$ cat src/hdl/mcd_pkg.sv
// Shared types, constants and tables for the minute-count to calendar-date unit.
// Used by mcd_sub_unit and minutes_to_calendar_date_unit; depends on nothing.
package mcd_pkg;

  localparam int unsigned CountW = 32;
  localparam int unsigned SubW   = CountW;  // operand width of the shared subtractor
  localparam int unsigned YearW  = 14;

  // Every span is counted in minutes so the walk runs on the input count itself.
  localparam logic [SubW-1:0] MinutesPerHour      = SubW'(60);
  localparam logic [SubW-1:0] MinutesPerDay       = SubW'(1440);
  localparam logic [SubW-1:0] MinutesPer400y      = SubW'(210379680);
  localparam logic [SubW-1:0] MinutesPerCentLong  = SubW'(52596000);
  localparam logic [SubW-1:0] MinutesPerCentShort = SubW'(52594560);
  localparam logic [SubW-1:0] MinutesPerQuadLong  = SubW'(2103840);
  localparam logic [SubW-1:0] MinutesPerQuadShort = SubW'(2102400);
  localparam logic [SubW-1:0] MinutesPerYearLong  = SubW'(527040);
  localparam logic [SubW-1:0] MinutesPerYearShort = SubW'(525600);
  localparam logic [SubW-1:0] MinutesPerMonth31   = SubW'(44640);
  localparam logic [SubW-1:0] MinutesPerMonth30   = SubW'(43200);
  localparam logic [SubW-1:0] MinutesPerMonth29   = SubW'(41760);
  localparam logic [SubW-1:0] MinutesPerMonth28   = SubW'(40320);

  localparam logic [YearW-1:0] BaseYear = YearW'(1900);
  localparam logic [YearW-1:0] YearsPerEra = YearW'(400);
  localparam logic [YearW-1:0] YearsPerCent = YearW'(100);
  localparam logic [YearW-1:0] YearsPerQuad = YearW'(4);

  // Century index (from 1900) whose first year is divisible by 400.
  localparam logic [1:0] LeapCentIdx = 2'd1;
  localparam logic [3:0] MonthFeb = 4'd1;

  typedef enum logic [8:0] {
    ST_IDLE  = 9'b000000001,
    ST_ERA   = 9'b000000010,
    ST_CENT  = 9'b000000100,
    ST_QUAD  = 9'b000001000,
    ST_YEAR  = 9'b000010000,
    ST_MONTH = 9'b000100000,
    ST_DAY   = 9'b001000000,
    ST_HOUR  = 9'b010000000,
    ST_DONE  = 9'b100000000
  } state_e;

  typedef struct packed {
    logic            ge;    // minuend >= subtrahend
    logic [SubW-1:0] diff;  // minuend - subtrahend, valid when ge
  } sub_res_t;

  function automatic logic [SubW-1:0] month_minutes(input logic [3:0] month,
                                                    input logic leap);
    logic [SubW-1:0] len;
    case (month)
      4'd0, 4'd2, 4'd4, 4'd6, 4'd7, 4'd9, 4'd11: len = MinutesPerMonth31;
      4'd3, 4'd5, 4'd8, 4'd10:                   len = MinutesPerMonth30;
      MonthFeb:                                  len = leap ? MinutesPerMonth29
                                                            : MinutesPerMonth28;
      default:                                   len = MinutesPerMonth31;
    endcase
    return len;
  endfunction

endpackage

$ cat src/hdl/minutes_to_calendar_date_unit.sv
// Minute count since 1900-01-01 00:00 UTC to Gregorian date and time of day.
// Depends on mcd_pkg and mcd_sub_unit.
//
// Usage: the input channel (in_valid_i / in_stall_o) carries minute_count_i;
// the output channel (out_valid_o / out_stall_i) carries one date per input.
// A transfer happens at a rising edge where valid is high and stall is low.
// One item is worked on at a time: in_stall_o is high from the input transfer
// until the result has been taken. All work runs on the minute count through
// one 32-bit compare-and-subtract unit under a sequencer, one step per cycle:
//   0..20 whole 400-year spans, 0..3 centuries, 0..24 four-year spans,
//   0..3 single years, 0..11 months, 0..30 days, 0..23 hours,
// plus one final step for each of these seven phases as it ends.
// The result stays registered while out_stall_i is high; the next input is
// taken in the cycle after the output transfer. Reset (rst_ni low,
// asynchronous) returns the sequencer to idle and drops out_valid_o.
module minutes_to_calendar_date_unit (
  input  logic        clk_i,
  input  logic        rst_ni,
  input  logic        in_valid_i,
  output logic        in_stall_o,
  input  logic [31:0] minute_count_i,
  output logic        out_valid_o,
  input  logic        out_stall_i,
  output logic [4:0]  day_of_month_o,
  output logic [3:0]  month_number_o,
  output logic [13:0] year_number_o,
  output logic [4:0]  hour_of_day_o,
  output logic [5:0]  minute_of_hour_o
);

  mcd_pkg::state_e state_q, state_d;

  logic [mcd_pkg::CountW-1:0] acc_q, acc_d;    // minutes not yet taken into a field
  logic [mcd_pkg::YearW-1:0]  year_q, year_d;
  logic [1:0]                 cent_q, cent_d;
  logic [4:0]                 quad_q, quad_d;
  logic [1:0]                 yr_q, yr_d;
  logic [3:0]                 month_q, month_d;
  logic [4:0]                 day_q, day_d;
  logic [4:0]                 hour_q, hour_d;

  logic [mcd_pkg::SubW-1:0] sub_a, sub_b;
  mcd_pkg::sub_res_t        sub_res;
  logic                     leap;

  // A year is leap when it opens a four-year span, unless it opens a
  // century that is not divisible by 400.
  assign leap = (yr_q == 2'd0) && ((quad_q != 5'd0) || (cent_q == mcd_pkg::LeapCentIdx));

  assign sub_a = acc_q;

  always_comb begin
    sub_b = mcd_pkg::MinutesPer400y;
    case (state_q)
      mcd_pkg::ST_CENT: begin
        sub_b = (cent_q == mcd_pkg::LeapCentIdx) ? mcd_pkg::MinutesPerCentLong
                                                 : mcd_pkg::MinutesPerCentShort;
      end
      mcd_pkg::ST_QUAD: begin
        sub_b = ((quad_q == 5'd0) && (cent_q != mcd_pkg::LeapCentIdx))
                ? mcd_pkg::MinutesPerQuadShort : mcd_pkg::MinutesPerQuadLong;
      end
      mcd_pkg::ST_YEAR: begin
        sub_b = leap ? mcd_pkg::MinutesPerYearLong : mcd_pkg::MinutesPerYearShort;
      end
      mcd_pkg::ST_MONTH: begin
        sub_b = mcd_pkg::month_minutes(month_q, leap);
      end
      mcd_pkg::ST_DAY: begin
        sub_b = mcd_pkg::MinutesPerDay;
      end
      mcd_pkg::ST_HOUR: begin
        sub_b = mcd_pkg::MinutesPerHour;
      end
      default: begin
        sub_b = mcd_pkg::MinutesPer400y;
      end
    endcase
  end

  mcd_sub_unit u_sub (
    .minuend_i    (sub_a),
    .subtrahend_i (sub_b),
    .res_o        (sub_res)
  );

  always_comb begin
    state_d = state_q;
    acc_d   = acc_q;
    year_d  = year_q;
    cent_d  = cent_q;
    quad_d  = quad_q;
    yr_d    = yr_q;
    month_d = month_q;
    day_d   = day_q;
    hour_d  = hour_q;
    case (state_q)
      mcd_pkg::ST_IDLE: begin
        if (in_valid_i) begin
          acc_d   = minute_count_i;
          year_d  = mcd_pkg::BaseYear;
          cent_d  = '0;
          quad_d  = '0;
          yr_d    = '0;
          month_d = '0;
          day_d   = '0;
          hour_d  = '0;
          state_d = mcd_pkg::ST_ERA;
        end
      end
      mcd_pkg::ST_ERA: begin
        if (sub_res.ge) begin
          acc_d  = sub_res.diff;
          year_d = year_q + mcd_pkg::YearsPerEra;
        end else begin
          state_d = mcd_pkg::ST_CENT;
        end
      end
      mcd_pkg::ST_CENT: begin
        if (sub_res.ge) begin
          acc_d  = sub_res.diff;
          year_d = year_q + mcd_pkg::YearsPerCent;
          cent_d = cent_q + 1'b1;
        end else begin
          state_d = mcd_pkg::ST_QUAD;
        end
      end
      mcd_pkg::ST_QUAD: begin
        if (sub_res.ge) begin
          acc_d  = sub_res.diff;
          year_d = year_q + mcd_pkg::YearsPerQuad;
          quad_d = quad_q + 1'b1;
        end else begin
          state_d = mcd_pkg::ST_YEAR;
        end
      end
      mcd_pkg::ST_YEAR: begin
        if (sub_res.ge) begin
          acc_d  = sub_res.diff;
          year_d = year_q + 1'b1;
          yr_d   = yr_q + 1'b1;
        end else begin
          state_d = mcd_pkg::ST_MONTH;
        end
      end
      mcd_pkg::ST_MONTH: begin
        if (sub_res.ge) begin
          acc_d   = sub_res.diff;
          month_d = month_q + 1'b1;
        end else begin
          state_d = mcd_pkg::ST_DAY;
        end
      end
      mcd_pkg::ST_DAY: begin
        if (sub_res.ge) begin
          acc_d = sub_res.diff;
          day_d = day_q + 1'b1;
        end else begin
          state_d = mcd_pkg::ST_HOUR;
        end
      end
      mcd_pkg::ST_HOUR: begin
        if (sub_res.ge) begin
          acc_d  = sub_res.diff;
          hour_d = hour_q + 1'b1;
        end else begin
          state_d = mcd_pkg::ST_DONE;
        end
      end
      mcd_pkg::ST_DONE: begin
        if (!out_stall_i) begin
          state_d = mcd_pkg::ST_IDLE;
        end
      end
      default: begin
        state_d = mcd_pkg::ST_IDLE;
      end
    endcase
  end

  always_ff @(posedge clk_i or negedge rst_ni) begin
    if (!rst_ni) begin
      state_q <= mcd_pkg::ST_IDLE;
    end else begin
      state_q <= state_d;
    end
  end

  always_ff @(posedge clk_i) begin
    acc_q   <= acc_d;
    year_q  <= year_d;
    cent_q  <= cent_d;
    quad_q  <= quad_d;
    yr_q    <= yr_d;
    month_q <= month_d;
    day_q   <= day_d;
    hour_q  <= hour_d;
  end

  // After the hour walk only the minute of the hour is left in the accumulator.
  assign in_stall_o       = (state_q != mcd_pkg::ST_IDLE);
  assign out_valid_o      = (state_q == mcd_pkg::ST_DONE);
  assign day_of_month_o   = day_q + 5'd1;
  assign month_number_o   = month_q;
  assign year_number_o    = year_q;
  assign hour_of_day_o    = hour_q;
  assign minute_of_hour_o = acc_q[5:0];

endmodule

$ cat src/hdl/mcd_sub_unit.sv
// Shared compare-and-subtract unit of the calendar-date sequencer.
// Depends on mcd_pkg for the operand width and the result struct.
module mcd_sub_unit (
  input  logic [mcd_pkg::SubW-1:0] minuend_i,
  input  logic [mcd_pkg::SubW-1:0] subtrahend_i,
  output mcd_pkg::sub_res_t        res_o
);

  logic [mcd_pkg::SubW:0] diff_full;

  assign diff_full  = {1'b0, minuend_i} - {1'b0, subtrahend_i};
  assign res_o.ge   = ~diff_full[mcd_pkg::SubW];
  assign res_o.diff = diff_full[mcd_pkg::SubW-1:0];

endmodule
$ cat config.mk
export PLATFORM = sky130hd
export DESIGN_NAME = minutes_to_calendar_date_unit
export DESIGN_NICKNAME = d
export VERILOG_FILES = /design/src/hdl/mcd_pkg.sv /design/src/hdl/minutes_to_calendar_date_unit.sv /design/src/hdl/mcd_sub_unit.sv
export SDC_FILE = /design/constraint.sdc
export NUM_CORES = 1
export LEC_CHECK = 0
export BUFFER_PORTS_ARGS = -buffer_cell sky130_fd_sc_hd__clkbuf_2
export CORE_MARGIN = 8
export CORE_UTILIZATION = 40
export CTS_CLUSTER_SIZE = 24
export DETAILED_ROUTE_END_ITERATION = 10
export GPL_TIMING_DRIVEN = 0
export MAX_ROUTING_LAYER = met4
export SLEW_MARGIN = 25
export SYNTH_ARGS = -nofsm -noshare
export SYNTH_HDL_FRONTEND = slang
export SYNTH_SLANG_ARGS = --single-unit
$ cat constraint.sdc
create_clock -name clk_i -period 8.8 [get_ports clk_i]
set_clock_uncertainty 0.1 [all_clocks]
set_input_delay 1.32 -clock clk_i [delete_from_list [all_inputs] [get_ports clk_i]]
set_output_delay 1.32 -clock clk_i [all_outputs]
set_load 0.01 [all_outputs]
==> results.md, run 1 <==
- Input and output buffers added on the ports amount to 71.
- The final worst-path cycle share is 58.5%.
- The library cell with the highest instance count after synthesis is nand2_1.
- The number of clock buffers added by TritonCTS is 9.
- The count of flip-flops with a built-in enable after synthesis is 69.
- After synthesis, the cell types taking the most area are edfxtp_1 (33%), ha_1 (7.2%), nand2_1 (4.5%).
- The CTS tree is built.
- The placed cell area is 6940 um2.
- The type of origin of the critical path is a flip-flop.
- The analysis attributes to cell leakage a power of 3.04 nW.
- The mean instance size in the synthesized netlist is 9.33 um2.
- The post-CTS setup repair buffer count is 0.
- The number of endpoints with negative hold slack in the final report was 0.
- The tree built by TritonCTS fans out to 78 sinks.
- The repair_antennas step left the layout with diodes totalling 0.
- The worst endpoint data arrival time is 5.10 ns.
- The iteration count of the initial detailed-routing pass is 5.
- The buffer levels on the longest clock path is 2.
- Entering global routing, the biggest net connects 19 pins.
- The leftover overflow at the end of global routing is 0.
- Dividing total power by cell area gives a power density of 112 nW/um2.
- The run finished with clean final reports.
- edfxtp_1 takes more of the synthesized area than any other cell.
- The count of hold-fix buffers inserted at cts is 0.
- The average wire length per cell after detail routing is 17.1 um.
- The via density per instance is 5.44.
- 72 I/O pins were placed.
- Summing all non-filler instances in the final layout gives an area of 7260 um2.
- The number of remaining DRC errors is 0.
- Post-CTS repair changed the size of 0 cells.
- The share of the Yosys chip area taken by registers is 36.6%.
- For this run, asynchronously set or reset flops after synthesis account for 11.5%.
- Sorting the synthesized cells by how often they occur yields nand2_1 (75), edfxtp_1 (69), nor2_1 (66), o21ai_0 (44), a21oi_1 (38).
- For this block, the via count after detailed routing is 5312.
- For the pin with the worst max-slew slack, the measured transition is 0.720 ns.
- The final antenna-violating net count is 0.
- The die covers 20000 um2.
- Cells fill 46.5% of the core in the end.
- The critical path is of the flip-flop to flip-flop type.
- Clock tree synthesis selected as its root buffer the cell clkbuf_16.
- The number of nets produced by synthesis is 746.
- The core footprint is 15600 um2.
- The violation count after the first detailed-routing iteration is 436.
- The required time of the critical path is 8.75 ns.
- The final layout contains 829 nets.
- The initial antenna violation count is 0.
- The floorplan step set the die width to 141 um.
- The count of pins over their slew limit is 0.
- The clock slew seen by the registers of the worst setup and hold paths is 0.06 ns.
- The post-layout minimum cycle time is 5.15 ns.
- The final weighted congestion in routability-driven placement is 0.875.
- Synthesis produced 673 cells.
- The row count is 46.
- The tightest min-delay check is of the flip-flop to flip-flop type.
- The share of layout cells above drive strength 1 is 21.2%.
- The highest achievable clock rate is 194 MHz.
- The synthesized netlist contains 88 unique library cells.
- Setup violations remaining at the end of the flow were counted as 0.
- The max-capacitance violation count is 0.
- The worst-case hold slack is 0.420 ns.
- The total of warnings raised by yosys is 0.
- Relative to the synthesized area, the layout overhead comes to 15.6%.
- The commonest register cell after synthesis is edfxtp_1.
- Global routing used 17.5% of the available tracks across all layers.
- The highest net fanout along the worst path is 18.
- The synthesized netlist occupies a cell area of 6280 um2.
- In this run, synthesis produced a sequential element count of 78.
- Across the VDD grid, the largest voltage drop is 0.0787 mV.
- The worst setup path is captured at a flip-flop.
- Measured against its own limit, the worst slew margin works out to 51.5%.
- The via count of the first global-routing pass is 5493.
- The proportion of netlist area held by the largest area contributor is 33.0%.
- Measured along the y axis, the die boundary spans 141 um.
- The sum of routed wire length over all layers is 16700 um.
- The detailed-placement wirelength estimate is 12700 um.
- The insertion delay of the later-clocked pin in the worst-skew pair is 0.35 ns.
- Setup repair after global routing left no endpoint under its margin.
- The depth of the CTS H-tree is 3.
- In the final timing run, aggregate negative setup slack is 0 ns.
- The first-pass GRT wire length is 27300 um.
- Once the floorplan was initialized, standard cells occupied 40.3% of the core.
cell families after synthesis:
group,count (synthesis),synth area share [%]
muxes,11,2.35
DFF,78,36.6
and+or+nand+nor,252,21.2
xor gates and xnor gates,49,6.84
buffers and inverters,64,5.34
adders and majority gates,37,7.49
AOI/OAI and AO/OA,182,20.2
cells in the final DEF, fill, tap and decap left out, types with 18 or more instances in the layout:
cell / count
nand2_1: 75
nor2_1: 66
inv_1: 25
o21ai_0: 44
nand3_1: 26
xnor2_1: 18
xor2_1: 31
clkbuf_2: 71
a21oi_1: 38
ha_1: 36
edfxtp_1: 69
sequential cells by signal, summed over array words and instances (netlist names):
signal,cells
year_number_o,14
quad_q,5
acc_q,32
cent_q,2
day_q,5
yr_q,2
state_q,9
month_number_o,4
hour_of_day_o,5
through the flow:
stage / power (mW) / setup slack [ns] / cells
6_report: 0.816 / 3.65 / 977
3_3_place_gp: 0.414 / 2.14 / 960
5_1_grt: 0.840 / 3.39 / 977
2_1_floorplan: 0.405 / 3.76 / 673
3_5_place_dp: 0.415 / 3.65 / 961
4_1_cts: 0.824 / 3.63 / 977
layout make-up:
class | instances | area (um2)
flip-flops and latches | 78 | 2300
multi-input cells | 531 | 3660
well taps | 216 | 270
repair buffers | 72 | 383
plain buffers | 37 | 234
fillers | 1492 | 8340
inverters | 27 | 101
clock inverters | 6 | 86.3
clock buffers | 10 | 229
worst max-delay path: stages, from the launching register on:
cell	delay, ns
dfrtp_1	0.47
nor4_4	0.38
nand4_2	0.33
and2_4	0.32
nor2b_1	0.21
inv_2	0.17
nand2_1	0.11
nor4_2	0.34
ha_1	0.32
nor2_1	0.11
a211oi_4	0.30
o21ai_2	0.17
a211oi_4	0.42
o21ai_4	0.20
buf_6	0.19
o21ai_4	0.46
buf_16	0.23
path summary, 6_finish.rpt:
kind | start | end | slack [ns] | cells past startpoint
max | state_q[3] | acc_q[30] | 3.65 | 16
min | state_q[0] | state_q[0] | 0.42 | 1
max reg2reg | state_q[3] | acc_q[30] | 3.65 | 16
min reg2reg | state_q[0] | state_q[0] | 0.42 | 1
max in group asynchronous | rst_ni | state_q[0] | 7.62 | 1
min in group asynchronous | rst_ni | state_q[7] | 0.72 | 1
report_power, final:
group          switching, mW  leakage, nW  internal [mW]
combinational        0.00362         2.04        0.00565
clock                  0.161        0.152          0.248
sequential                 0        0.839          0.397
total                  0.165         3.04          0.651
per-layer routing:
| layer | up-vias | track usage, % | part of all wire (%) |
|---|---|---|---|
| li1 | 2617 | - | - |
| met2 | 140 | 29.2 | 49 |
| met3 | 17 | 2.49 | 4.7 |
| met1 | 2538 | 21.1 | 45 |
| met4 | 0 | 6.67 | 1.3 |
| met5 | - | - | 0 |
(Power assumes the default switching activity.)
==> run 2: changes to the inputs <==
==> constraint.sdc (replaced) <==
create_clock -name clk_i -period 5.4 [get_ports clk_i]
set_clock_uncertainty 0.1 [all_clocks]
set_input_delay 0.81 -clock clk_i [delete_from_list [all_inputs] [get_ports clk_i]]
set_output_delay 0.81 -clock clk_i [all_outputs]
set_load 0.01 [all_outputs]
==> results.md, run 2 (synthesis results as in run 1) <==
- The post-CTS setup repair buffer count is 0.
- In the layout the commonest cells are nand2_1 (75), clkbuf_2 (71), edfxtp_1 (69), nor2_1 (66), o21ai_0 (44).
- The capturing element type of the critical path is a flip-flop.
- The worst setup slack after placement is 0.251 ns.
- The depth of the CTS H-tree is 3.
- The number of antenna diodes in the final layout is 0.
- Across all setup checks in the final design, the least slack found is 0.244 ns.
- The flip-flop count of the largest register, all copies and words added is 32.
- The final weighted congestion in routability-driven placement is 0.875.
- Relative to the synthesized area, the layout overhead comes to 15.9%.
- The share of total power dissipated in sequential elements is 48.6%.
- The kind of cell with the highest combined delay along the critical path is simple AND/OR/NAND/NOR gates.
- The number of remaining DRC errors is 0.
- The finished cells cover 7280 um2.
- The insertion delay of the later-clocked pin in the worst-skew pair is 0.35 ns.
- The detailed router placed 5341 vias in this run.
- The path type of the worst min-delay path is primary input to asynchronous set/reset pin.
- The total of fill cells in the finished design is 1490.
- Setup repair after global routing left no endpoint under its margin.
- The initial antenna violation count is 0.
- The analysis attributes to cell leakage a power of 3.05 nW.
- The worst register-to-register path begins at state_q[3].
- The internal power of the cells is 1.06 mW.
- The share of layout cells above drive strength 1 is 21.3%.
- The highest achievable clock rate is 194 MHz.
- The leftover overflow at the end of global routing is 0.
- The placed cell area is 6940 um2.
- The cell at the slowest stage of the critical path is o21ai_0.
- STA puts the critical path data arrival time at 5.04 ns.
- The iteration count of the initial detailed-routing pass is 5.
- The number of endpoints with negative hold slack in the final report is 0.
- Global routing used 17.5% of the available tracks across all layers.
- For this design, the sink count on the clock tree is 78.
- The smallest clock period supported by the final layout is computed as 5.16 ns.
- The core footprint is 15600 um2.
- The count of cells resized by post-cts repair is 0.
- The pin count of the biggest net entering global routing is 19.
- Of all nets on the critical path, the largest fanout is 10.
- On the worst path, the slowest cell contributes a delay of 0.58 ns.
- The die is 141 um wide.
- Measured against its own limit, the worst slew margin works out to 51.4%.
- The floorplan step set the die height to 141 um.
- The final core utilization is 46.7%.
- For the worst setup path, the data required time is 5.29 ns.
- The final worst-path cycle share is 95.5%.
- The average wire length per cell after detail routing is 17.0 um.
- The count of nets left with antenna violations once routing finished came out at 0.
- The register ranked first by flip-flop count is acc_q.
- Across all hold checks on the routed design, the worst slack comes to 0.208 ns.
- The final net count is 830.
- The leading cell type in the layout, fill and taps excluded is nand2_1.
- The longest clock path from root to sink contains 2 buffers.
- The share of total power in the clock network is 50.3%.
- The switching share of total power is 20.3%.
- The die covers 20000 um2.
- The initial utilization of the core area, before any placement, comes to 40.3%.
- The analysis attributes to net switching a power of 0.271 mW.
- Dividing total power by cell area gives a power density of 183 nW/um2.
- In the final timing run, aggregate negative setup slack is 0 ns.
- The row count is 46.
- The run finished with clean final reports.
- TritonCTS built the clock tree.
- The worst-case IR drop observed on VDD is 0.129 mV.
- The clock slew seen by the registers of the worst setup and hold paths is 0.07 ns.
- STA classifies the critical path startpoint as a flip-flop.
- The count of pins over their slew limit is 0.
- The count of hold-fix buffers inserted at cts is 0.
- The first routing iteration left 385 violations.
- The number of buffers created by CTS is 9.
- The count of buffers from port buffering is 71.
- The kind of critical path is flip-flop to flip-flop.
- The via density per instance is 5.46.
- The max-capacitance violation count is 0.
- The first global-routing pass estimated 27300 um of wire.
- The via count of the first global-routing pass is 5493.
- The wire-length estimate of the detail-placed layout is 12700 um.
- The worst reg2reg path depth is 15.
- The setup-violating endpoint count in the final report is 0.
- For flop-to-flop paths, the worst setup slack is 0.24 ns.
- The critical path contains buffers and inverters numbering 2 combined.
- Counting stages on the worst path, the most repeated cell is a211oi_4.
- Combinational logic is responsible for 1.1% of the overall power.
- During I/O placement, the number of pins put on the boundary was 72.
- The critical path goes through nor4_4 > nand4_2 > and2_4 > nor2b_1 > inv_2 > nand2_1 > nor4_2 > ha_1 > nor2_1 > a211oi_4 > o21ai_2 > a211oi_4 > o21ai_4 > buf_6 > o21ai_0.
- The cell chosen for the clock root is clkbuf_16.
- The worst register-to-register path ends at day_q[2].
- The critical path runs through a total of 15 cells.
- For this block, the routed nets add up to 16700 um of wire.
- The slew of the pin with the lowest slew margin is 0.721 ns.
run 2: cell count changes in the layout (fill, tap and decap cells not counted), sizes merged:
cell | previous run | this run
buf | 24 | 25
run 2: power by group through the flow:
| stage | sequential [mW] | combinational (mW) | clock [mW] |
|---|---|---|---|
| final | 0.647 | 0.0152 | 0.670 |
| after global routing | 0.647 | 0.0167 | 0.706 |
| after CTS | 0.647 | 0.0156 | 0.681 |
| after detailed placement | 0.660 | 0.0155 | 0 |
| after global placement | 0.660 | 0.0151 | 0 |
| after floorplan | 0.660 | 0.000470 | 0 |
run 2: worst reg2reg max path, stage by stage (launching register included):
cell	delay (ns)
dfrtp_1	0.47
nor4_4	0.38
nand4_2	0.34
and2_4	0.32
nor2b_1	0.21
inv_2	0.17
nand2_1	0.11
nor4_2	0.37
ha_1	0.33
nor2_1	0.11
a211oi_4	0.30
o21ai_2	0.17
a211oi_4	0.42
o21ai_4	0.20
buf_6	0.20
o21ai_0	0.58
run 2: cell type report:
type                    instances  area (um2)  share of cell area (%)
multi-input cells             531        3660                    50.2
flip-flops and latches         78        2300                    31.6
repair buffers                 73         403                    5.54
well taps                     216         270                    3.71
plain buffers                  37         234                    3.21
clock buffers                  10         229                    3.15
inverters                      27         101                    1.39
clock inverters                 6        86.3                    1.19
run 2: worst max-delay path by stage:
stage                         to  startpoint  slack, ns
5_1_grt        month_number_o[2]  state_q[3]       0.03
3_5_place_dp           acc_q[30]  state_q[3]       0.25
3_3_place_gp           acc_q[30]  state_q[3]      -1.26
4_1_cts                acc_q[30]  state_q[3]       0.23
6_report                day_q[2]  state_q[3]       0.24
2_1_floorplan          acc_q[10]  state_q[3]       0.36
run 2: layer usage:
layer / track usage, % / up-vias / wire length [um]
met5: - / - / 0
met4: 6.67 / 0 / 210
met3: 2.49 / 14 / 651
met2: 29.2 / 146 / 8210
met1: 21.1 / 2562 / 7590
li1: - / 2619 / -
run 2: metrics by stage:
step | cells | power (mW)
2_1_floorplan | 673 | 0.661
3_3_place_gp | 960 | 0.675
3_5_place_dp | 961 | 0.676
4_1_cts | 977 | 1.34
5_1_grt | 978 | 1.37
6_report | 978 | 1.33
==> run 3: changes to the inputs <==
--- a/config.mk
+++ b/config.mk
@@ -15,4 +15,5 @@
 export SLEW_MARGIN = 25
 export SYNTH_ARGS = -nofsm -noshare
 export SYNTH_HDL_FRONTEND = slang
+export SYNTH_HIERARCHICAL = 1
 export SYNTH_SLANG_ARGS = --single-unit
==> results.md, run 3 <==
- The run finished with clean final reports.
- The register ranked first by flip-flop count is acc_q.
- The total global routing track utilization is 16.6%.
- After filler insertion, the fill cell instance count of the layout stands at 1586.
- The maximum resistive drop on vdd is 0.263 mV.
- The row count is 47.
- The required time of the critical path is 5.35 ns.
- The total die area is 21100 um2.
- The non-filler instance count after layout is 1010.
- The library cell with the highest instance count after synthesis is edfxtp_1.
- The via count of the first global-routing pass is 5579.
- The commonest register cell after synthesis is edfxtp_1.
- The post-route netlist has 23.9% of its cells at a drive strength greater than 1.
- The sequential cells in the finished layout cover a total of 2300 um2.
- STA classifies the critical path startpoint as a flip-flop.
- With fillers left out, the area of the finished cells amounts to 7860 um2.
- In the routed design, unresolved DRC markers number 0.
- The initial core utilization is 40.6%.
- The first global-routing pass estimated 28100 um of wire.
- In this run the cell area of the synthesized design comes to 6680 um2.
- The cell chosen for the clock root is clkbuf_16.
- After clock tree synthesis, the clock-pin slew on the worst setup and hold paths is 0.06 ns.
- The area of combinational cells with multiple inputs is 3950 um2.
- The number of buffers created by CTS is 9.
- The post-layout minimum cycle time is 5.12 ns.
- By count the netlist is led by edfxtp_1 (69), inv_1 (58), nor2_1 (54), ha_1 (47).
- The met2 demand-to-capacity share in global routing is 26.8%.
- The number of endpoints with negative hold slack in the final report is 0.
- The top cell type by area accounts for 31.0% of the synthesized area.
- After global routing the overflow that remains totals 0.
- The highest achievable clock rate is 195 MHz.
- The met1 track utilization from global routing is 20.1%.
- The cell accounting for the most synthesized area is edfxtp_1.
- The distinct cell type count of the synthesized netlist is 96.
- The slew of the pin with the lowest slew margin is 0.492 ns.
- The register with the most flip-flops in the layout has 32 of them.
- Dividing the detail-routed via count by the number of cells gives 5.45.
- After synthesis, the mean cell area works out to 9.78 um2.
- Power spread over the standard cell area amounts to 634 nW/um2.
- The final net count is 869.
- The number of antenna diodes in the final layout is 0.
- For this block, the initial DRC count from the detailed router was 433.
- Headroom to the max-slew limit came out at 67.0%.
- The share of the yosys chip area belonging to registers is 34.4%.
- Counting along the longest clock path gives a buffer depth of 2.
- Setup violations remaining at the end of the flow were counted as 0.
- The final critical path takes up 94.7% of the cycle.
- Counting flops with a built-in enable in the synthesized netlist gives 69.
- During I/O placement, the number of pins put on the boundary was 72.
- The register bit count reported by yosys is 78.
- Along the worst path, the maximum fanout reaches 18.
- The max-capacitance violation count is 0.
- From bottom edge to top edge, the die measures 145 um.
- The number of clock sinks is 78.
- Ranked by total cell area, the synthesized netlist is headed by edfxtp_1 (31%), ha_1 (8.8%), mux2_2 (3.9%).
- The initial antenna violation count is 0.
- The post-route setup TNS is 0 ns.
- The worst setup path is captured at a flip-flop.
- The worst endpoint data arrival time is 5.07 ns.
- The die width is 145 um.
- The count of buffers from port buffering is 71.
- The H-tree generated during clock tree synthesis spans 3 levels.
- The total of warnings raised by yosys is 6.
- The global-route met3 utilization is 3.11%.
- Clock latency on the worst-skew pair, taken at its later pin, is 0.35 ns.
- Summed over all layers, the routed wires come to 16900 um.
- Once detail routing completed, the nets flagged for antenna violations numbered 0.
- Setup repair after global routing left no endpoint under its margin.
- Leaving out fill and tap cells, the most frequent cells in the layout are clkbuf_2 (71), edfxtp_1 (69), inv_1 (57), nor2_1 (53), ha_1 (47).
- The library cell used most frequently in the layout, excluding fill and tap cells, is clkbuf_2.
- The iteration count of the initial detailed-routing pass is 5.
- The count of pins over their slew limit is 0.
- Entering global routing, the biggest net connects 19 pins.
- The floorplan step defined a core boundary enclosing 16500 um2.
- The detailed router placed 5503 vias in this run.
- The worst setup path is of the flip-flop to flip-flop kind.
- The area growth from synthesis to layout is 17.6%.
- The detailed-placement wirelength estimate is 12800 um.
- The min-delay analysis places its worst path in the category primary input to asynchronous set/reset pin.
- Once placement completed, the tool counted placed cells totaling 986.
- The internal reg-to-reg setup slack is 0.28 ns.
- The busiest metal layer after global routing is met2.
- The final weighted congestion in routability-driven placement is 0.861.
- In this run the static leakage power is 3.37 nW.
- The fraction of registers with async set or reset after synthesis is 11.5%.
- The average wire length per cell after detail routing is 16.7 um.
- The placed instances occupy a cell area of 7390 um2.
- The cell count after synthesis is 683.
- The CTS tree is built.
## run 3: cell count changes after synthesis, moves of 9 or more
cell | previous run | this run
inv_1 | 25 | 58
nand2_1 | 75 | 44
o21ai_0 | 44 | 17
mux2_2 | 0 | 23
nor2_1 | 66 | 54
ha_1 | 36 | 47
buf_6 | 6 | 16
clkbuf_1 | 14 | 4
mux2_1 | 0 | 9
## run 3: logic make-up after synthesis
kind of cell / Yosys count / share of synthesized area, %
multiplexers: 32 / 5.40
AO/OA/AOI/OAI: 177 / 18.9
buffers and inverters: 94 / 8.00
XOR/XNOR: 52 / 7.10
adder cells (fa/ha/maj): 48 / 9.10
flip-flops: 78 / 34.4
other: 1 / 0.0561
AND/OR/NAND/NOR: 201 / 17.0
## run 3: timing repair
| item | CTS | global route |
|---|---|---|
| buffers inserted | 1 | 7 |
| endpoints found under the setup margin | 63 | 67 |
| hold buffers | 0 | 0 |
| pin swaps | 1 | 6 |
| gates resized for setup | 7 | 11 |
## run 3: final cells by class
| cell class | instances | area share [%] |
|---|---|---|
| plain buffers | 35 | 4.08 |
| clock buffers | 11 | 2.96 |
| clock inverters | 5 | 1.26 |
| inverters | 59 | 2.82 |
| multi-input cells | 522 | 50.3 |
| flip-flops and latches | 78 | 29.3 |
| well taps | 220 | 3.50 |
| repair buffers | 80 | 5.80 |
## run 3: metrics by stage
step	utilization (%)	power [mW]	hold slack (ns)	worst slack [ns]
after CTS	47.2	4.95	0.226	0.0538
final	47.7	4.98	0.229	0.284
after detailed placement	44.9	4.16	0.451	-0.749
after global routing	47.7	5.36	0.236	0.00190
after global placement	44.7	4.03	0.445	-1.39
after floorplan	-	3.41	0.414	0.150
## run 3: critical path, cell delays in order, from the launching register on
cell and delay [ns]:
edfxtp_1 0.46, inv_1 0.11, ha_1 0.19, or3b_2 0.50, nor2_1 0.13, o22ai_1 0.11, or3_1 0.32, inv_1 0.06
ha_1 0.24, nand4_1 0.19, or4_1 0.61, o22ai_4 0.18, a31oi_1 0.18, o21ai_1 0.23, a31oi_1 0.17, o21ai_2 0.22
buf_4 0.22, nand2_1 0.13, a21oi_4 0.26, buf_16 0.19
## run 3: final timing paths
check / startpoint / endpoint / depth (start not counted)
worst max-delay path: month_number_o[1] / acc_q[30] / 19
worst min-delay path: rst_ni / state_q[6] / 1
worst max register to register: month_number_o[1] / acc_q[30] / 19
worst min register to register: yr_q[0] / yr_q[0] / 1
max in group asynchronous: rst_ni / state_q[0] / 1
min in group clk_i: yr_q[0] / yr_q[0] / 1
## run 3: power breakdown
part | internal [mW] | leakage [nW] | switching (mW) | total [mW]
Sequential | 1.07 | 0.775 | 0.197 | 1.27
Combinational | 1.30 | 2.43 | 1.71 | 3.01
Clock | 0.450 | 0.161 | 0.254 | 0.704
Total | 2.82 | 3.37 | 2.16 | 4.98
## run 3: routing by layer
layer	vias to the layer above	routed length (um)
met1	2630	7770
met5	-	0
met4	0	332
li1	2706	-
met3	23	867
met2	144	7920
